===== src/hdl/assert_macros.svh =====
// Assertion macros used by the top level of the pixel unit.
`ifndef ASSERT_MACROS_SVH
`define ASSERT_MACROS_SVH

// Property that must hold at every clock edge outside reset.
`define ASSERT_CLK(label, clk, rst, prop, msg) \
   label: assert property (@(posedge clk) disable iff (rst) (prop)) else $error(msg);

// Condition that must never be seen at a clock edge outside reset.
`define ASSERT_NEVER(label, clk, rst, cond, msg) \
   label: assert property (@(posedge clk) disable iff (rst) !(cond)) else $error(msg);

`endif


===== src/hdl/wnp_pkg.sv =====
// Types, constants and helper functions of the Worley noise pixel unit.
package wnp_pkg;

   localparam int MAX_FEATURE_LIMIT_DEF = 10;
   localparam int COORD_BITS_DEF        = 16;

   localparam int SEED_W     = 32;
   localparam int SIZE_W     = 16;
   localparam int COUNT_W    = 17;
   localparam int COORD_W    = 16;
   localparam int DIST_W     = 17;
   localparam int FEAT_W     = 19;
   localparam int SQ_W       = 37;
   localparam int ROOT_STEPS = 19;
   localparam int CSR_INDEX_W = 3;
   localparam int CSR_DATA_W  = 32;
   localparam int DIV_W       = 32;
   localparam int DIV_STEP_W  = $clog2(DIV_W);

   localparam logic [SEED_W-1:0] LCG_MUL   = 32'd1103515245;
   localparam logic [SEED_W-1:0] LCG_ADD   = 32'd12345;
   localparam logic [SEED_W-1:0] FNV_BASIS = 32'd2166136261;
   localparam logic [SEED_W-1:0] FNV_PRIME = 32'd16777619;

   typedef enum logic [CSR_INDEX_W-1:0] {
      CSR_BASE_SEED    = 3'd0,
      CSR_CELL_SIDE    = 3'd1,
      CSR_CELLS_ACROSS = 3'd2,
      CSR_CELLS_DOWN   = 3'd3
   } csr_index_type;

   typedef enum logic [4:0] {
      ST_IDLE,
      ST_DIVX,
      ST_DIVY,
      ST_CHECK,
      ST_SEED,
      ST_CELL,
      ST_HASH2,
      ST_LCG0,
      ST_MOD,
      ST_CNT,
      ST_FX_LCG,
      ST_FX_DIV,
      ST_FY_LCG,
      ST_FY_DIV,
      ST_SCAN_INIT,
      ST_SCAN,
      ST_DRAIN,
      ST_SQRT,
      ST_OUT
   } state_type;

   typedef struct packed {
      logic              start;
      logic [DIV_W-1:0]  dividend;
      logic [SIZE_W-1:0] divisor;
   } div_req_type;

   typedef struct packed {
      logic              busy;
      logic              done;
      logic [DIV_W-1:0]  quotient;
      logic [SIZE_W-1:0] remainder;
   } div_rsp_type;

   function automatic logic [SEED_W-1:0] lcg_next(input logic [SEED_W-1:0] s);
      return LCG_MUL * s + LCG_ADD;
   endfunction

   function automatic logic [SEED_W-1:0] fnv_mix(input logic [SEED_W-1:0] s,
                                                 input logic [SEED_W-1:0] v);
      return ((FNV_BASIS ^ s) * FNV_PRIME) ^ v;
   endfunction

endpackage


===== src/hdl/wnp_divider.sv =====
// Restoring divider, one quotient bit per cycle, shared by the pixel unit.
module wnp_divider (
   input  logic                 clock,
   input  logic                 reset,
   input  wnp_pkg::div_req_type div_req,
   output wnp_pkg::div_rsp_type div_rsp
);
   import wnp_pkg::*;

   logic                  busy_ff, busy_in;
   logic                  done_ff, done_in;
   logic [DIV_STEP_W-1:0] step_ff, step_in;
   logic [DIV_W-1:0]      quot_ff, quot_in;
   logic [SIZE_W-1:0]     rem_ff, rem_in;
   logic [SIZE_W-1:0]     divisor_ff, divisor_in;
   logic [SIZE_W:0]       trial;
   logic [SIZE_W:0]       diff;
   logic                  fits;

   always_comb begin
      trial      = {rem_ff, quot_ff[DIV_W-1]};
      diff       = trial - {1'b0, divisor_ff};
      fits       = trial >= {1'b0, divisor_ff};
      busy_in    = busy_ff;
      done_in    = 1'b0;
      step_in    = step_ff;
      quot_in    = quot_ff;
      rem_in     = rem_ff;
      divisor_in = divisor_ff;
      if (div_req.start) begin
         busy_in    = 1'b1;
         step_in    = '0;
         quot_in    = div_req.dividend;
         rem_in     = '0;
         divisor_in = div_req.divisor;
      end else if (busy_ff) begin
         quot_in = {quot_ff[DIV_W-2:0], fits};
         rem_in  = fits ? diff[SIZE_W-1:0] : trial[SIZE_W-1:0];
         step_in = step_ff + 1'b1;
         if (step_ff == DIV_STEP_W'(DIV_W - 1)) begin
            busy_in = 1'b0;
            done_in = 1'b1;
         end
      end
   end

   always_ff @(posedge clock) begin
      if (reset) begin
         busy_ff <= 1'b0;
         done_ff <= 1'b0;
      end else begin
         busy_ff <= busy_in;
         done_ff <= done_in;
      end
      step_ff    <= step_in;
      quot_ff    <= quot_in;
      rem_ff     <= rem_in;
      divisor_ff <= divisor_in;
   end

   assign div_rsp.busy      = busy_ff;
   assign div_rsp.done      = done_ff;
   assign div_rsp.quotient  = quot_ff;
   assign div_rsp.remainder = rem_ff;

endmodule


===== config.mk =====
export PLATFORM = sky130hd
export DESIGN_NAME = wnp_divider
export DESIGN_NICKNAME = d
export VERILOG_FILES = /design/src/hdl/assert_macros.svh /design/src/hdl/wnp_pkg.sv /design/src/hdl/wnp_divider.sv
export SDC_FILE = /design/constraint.sdc
export NUM_CORES = 1
export LEC_CHECK = 0
export BUFFER_PORTS_ARGS = -buffer_cell sky130_fd_sc_hd__buf_2
export CORE_UTILIZATION = 53
export CTS_CLUSTER_DIAMETER = 120
export CTS_CLUSTER_SIZE = 16
export DETAILED_ROUTE_END_ITERATION = 7
export PLACE_DENSITY = 0.8
export SYNTH_ARGS = -nofsm -noshare
export SYNTH_HDL_FRONTEND = slang
export SYNTH_SLANG_ARGS = --single-unit

===== constraint.sdc =====
create_clock -name clock -period 2.9 [get_ports clock]
set_input_delay 0.87 -clock clock [delete_from_list [all_inputs] [get_ports clock]]
set_output_delay 0.87 -clock clock [all_outputs]
set_load 0.05 [all_outputs]

==> flow_summary.toml <==
[outcome]
status = "finished, final reports clean"

[floorplan]
core_mm2 = 0.00687
start_util_pct = 55.5
dieArea_mm2 = 0.00754
die_h_um = 86.8
rows = 30
fp.dieW_um = 86.8
ios = 101

[power_and_ir_drop]
powerDensity_mw_per_mm2 = 589
clockPowerShare_pct = 29.4
switching_share_pct = 33.5
power.leakage_nw = 1.98
peakVddDrop_uv = 352
power_frac_seq_pct = 45.0
cell_internal_pwr_mw = 1.81
p_comb_share_pct = 25.5
total_power_mw = 2.72
power_switching_uw = 910

[critical_path]
end_kind = "flip-flop"
path_class = "flip-flop to flip-flop"
crit_path_start = "divisor_ff[8]"
worstReg2RegStart = "divisor_ff[8]"
path_max_fanout = 11
r2r_cells = 8
arrival_ns = 2.91
r2r_setup_slack_ns = 0.23
r2r_end = "rem_ff[1]"
crit_required_ns = 3.13
crit_path_start_kind = "flip-flop"

[cells_and_area]
fin_area_mm2 = 0.00461
utilization_pct = 67.2
diodes = 0
final_layout_size_suffix_gt1_share_pct = 36.3
fin_nets = 511
area_delta_synth_final_pct = 20.9

[synth]
synth_fp_nets = 412
synth_area_leaders = "edfxtp_1 38%, dfxtp_1 12%, mux2_2 9.2%, ha_1 5.9%, nor2_1 2.6%"
dominantRegCellSynth = "edfxtp_1"
async_flop_share_pct = 0
netlist_area_mm2 = 0.00381
yosys.cell_count.top_type = "edfxtp_1"
synthCells = 342
yosysTopAreaCell = "edfxtp_1"
seq_area_frac_synth_pct = 49.9
ys_seq_elements = 71
synthTopCellsByCount = "48 x edfxtp_1, 31 x mux2_2, 26 x nor2_1"
yosys_warnings = 0
synth_cell_types = 54
yosys.area.top_type_share_pct = 37.8
avgSynthCellArea_um2 = 11.2
synth_edf_count = 48

[timing]
period_share_pct = 92.2
fin_skew_ns = 0.0107
slew_violations = 0
finalSetupTns_ns = 0
rsz0062_at_grt = "no"
max_freq_mhz = 374
finalHoldViolations = 0
setup_slack_ns = 0.225
min_period_ns = 2.67
worst_pin_slew_ns = 0.498
finalSetupViolCount = 0
max_slew_margin_pct = 66.7

[placed_design]
post-place-ws_ns = 0.185
hpwl_mm = 6.04
port_buffers = 100
placed_area_mm2 = 0.00439
gp_congestion = 0.888

[global_routing]
grt_pass1_vias = 2850
grt_overflow = 0
grt_start_max_net_pins = 51
antenna_found_initial = 0
grt.total_usage_pct = 23.7
grt_first_pass_wirelength_mm = 13.5

[routing]
vias_per_cell = 5.54
drc_errors = 0
drt_wl_total_mm = 8.57
wl_per_cell_um = 15.8
vias = 3000
drtIter0Drc = 238
postRouteAntennaNets = 0
dr.pass1.iters = 4

[clock_network]
cts_made_buffers = 9
ctsHoldBuffers = 0
cts_tree = "yes"
cts_root_buf = "clkbuf_8"
clk_pin_slew_ns = 0.08
cts_sinks = 71
worstSkewPairLatency_ns = 0.35
clock_path_buffers = 2
htree_levels = 3

[run]
drv_cap = 0

[worst_hold_path]
min_path_type = "flip-flop to flip-flop"
worstHoldEndpoint = "step_ff[3]"
hold_depth = 2
min_from = "step_ff[3]"
[layout make-up]
type                       count  area [µm²]
inverter                      23        86.3
clock inverter                 6        70.1
sequential                    71        1900
clock buffer                  10         128
fill                         532        2260
timing repair buffer         107         578
tap                           96         120
multi-input combinational    229        1730
[layout by cell type (no fill, tap or decap), types with 3 or more instances in the layout]
cell          n
dfxtp_1      23
inv_1        23
a211oi_1      3
clkinvlp_4    3
a21oi_1      14
edfxtp_1     48
nor2_1       26
mux2_2       31
nor2b_1       5
nand3_1      13
buf_4         5
nand2b_1      3
a311oi_1      9
o211ai_1      5
or3_1         3
nand4_1       9
nand2_1      18
clkbuf_8      9
buf_2       100
nor3_1        6
ha_1         18
o31ai_1       3
xnor2_1       5
xor2_1        8
o21ai_0      12
a21o_1        5
[power groups by stage]
stage	Sequential [mW]	Combinational, mW	Clock [mW]
CTS	1.22	0.692	0.809
detailed placement	1.25	0.686	0
global placement	1.24	0.675	0
floorplan	1.45	0.315	0
global route	1.23	0.742	0.854
finish	1.22	0.694	0.800
[registers in the layout (all words and copies together), names as in the netlist]
| name | flops |
|---|---|
| step_ff | 5 |
| done_ff | 1 |
| busy_ff | 1 |
| quot_ff | 32 |
| rem_ff | 16 |
| divisor_ff | 16 |
[repair_timing]
item / CTS / global route
buffers inserted: 0 / 2
endpoints found under the setup margin: 0 / 1
gates resized for setup: 0 / 0
[stage by stage]
step                hold WS (ns)  cells
finish                     0.517    542
global route               0.547    542
CTS                        0.519    540
detailed placement         0.498    524
global placement           0.481    524
floorplan                  0.467    342
[critical path: stages (launching register included)]
cell	delay, ns
edfxtp_1	0.34
inv_1	0.05
ha_1	0.43
and2_2	0.24
nand2_1	0.09
a2111oi_4	0.47
o31a_2	0.40
nor2_1	0.18
o311ai_0	0.37
[metal layers]
| layer | vias up | routed length, µm | GRT usage [%] |
|---|---|---|---|
| li1 | 1473 | - | - |
| met1 | 1423 | 3870 | 31.0 |
| met2 | 97 | 4130 | 38.3 |
| met3 | 7 | 485 | 7.24 |
| met4 | 0 | 88 | 6.21 |
| met5 | - | 0 | 0 |
[kinds of logic after synthesis]
kind of cell	synth area share (%)
and+or+nand+nor	11.3
AOI/OAI and AO/OA	14.9
DFF	49.9
buffers and inverters	4.82
muxes	9.68
adders and majority gates	6.43
xor gates and xnor gates	2.98
[worst max-delay path by stage]
stage                             to  slack, ns  cells past startpoint
after floorplan           quot_ff[0]       0.29                      9
after global placement     rem_ff[4]       0.30                      8
after detailed placement   rem_ff[5]       0.19                      7
after CTS                  rem_ff[4]       0.14                      7
after global routing       rem_ff[1]      0.002                      8
final                      rem_ff[1]       0.23                      8
Power figures use the tool's default switching activity.
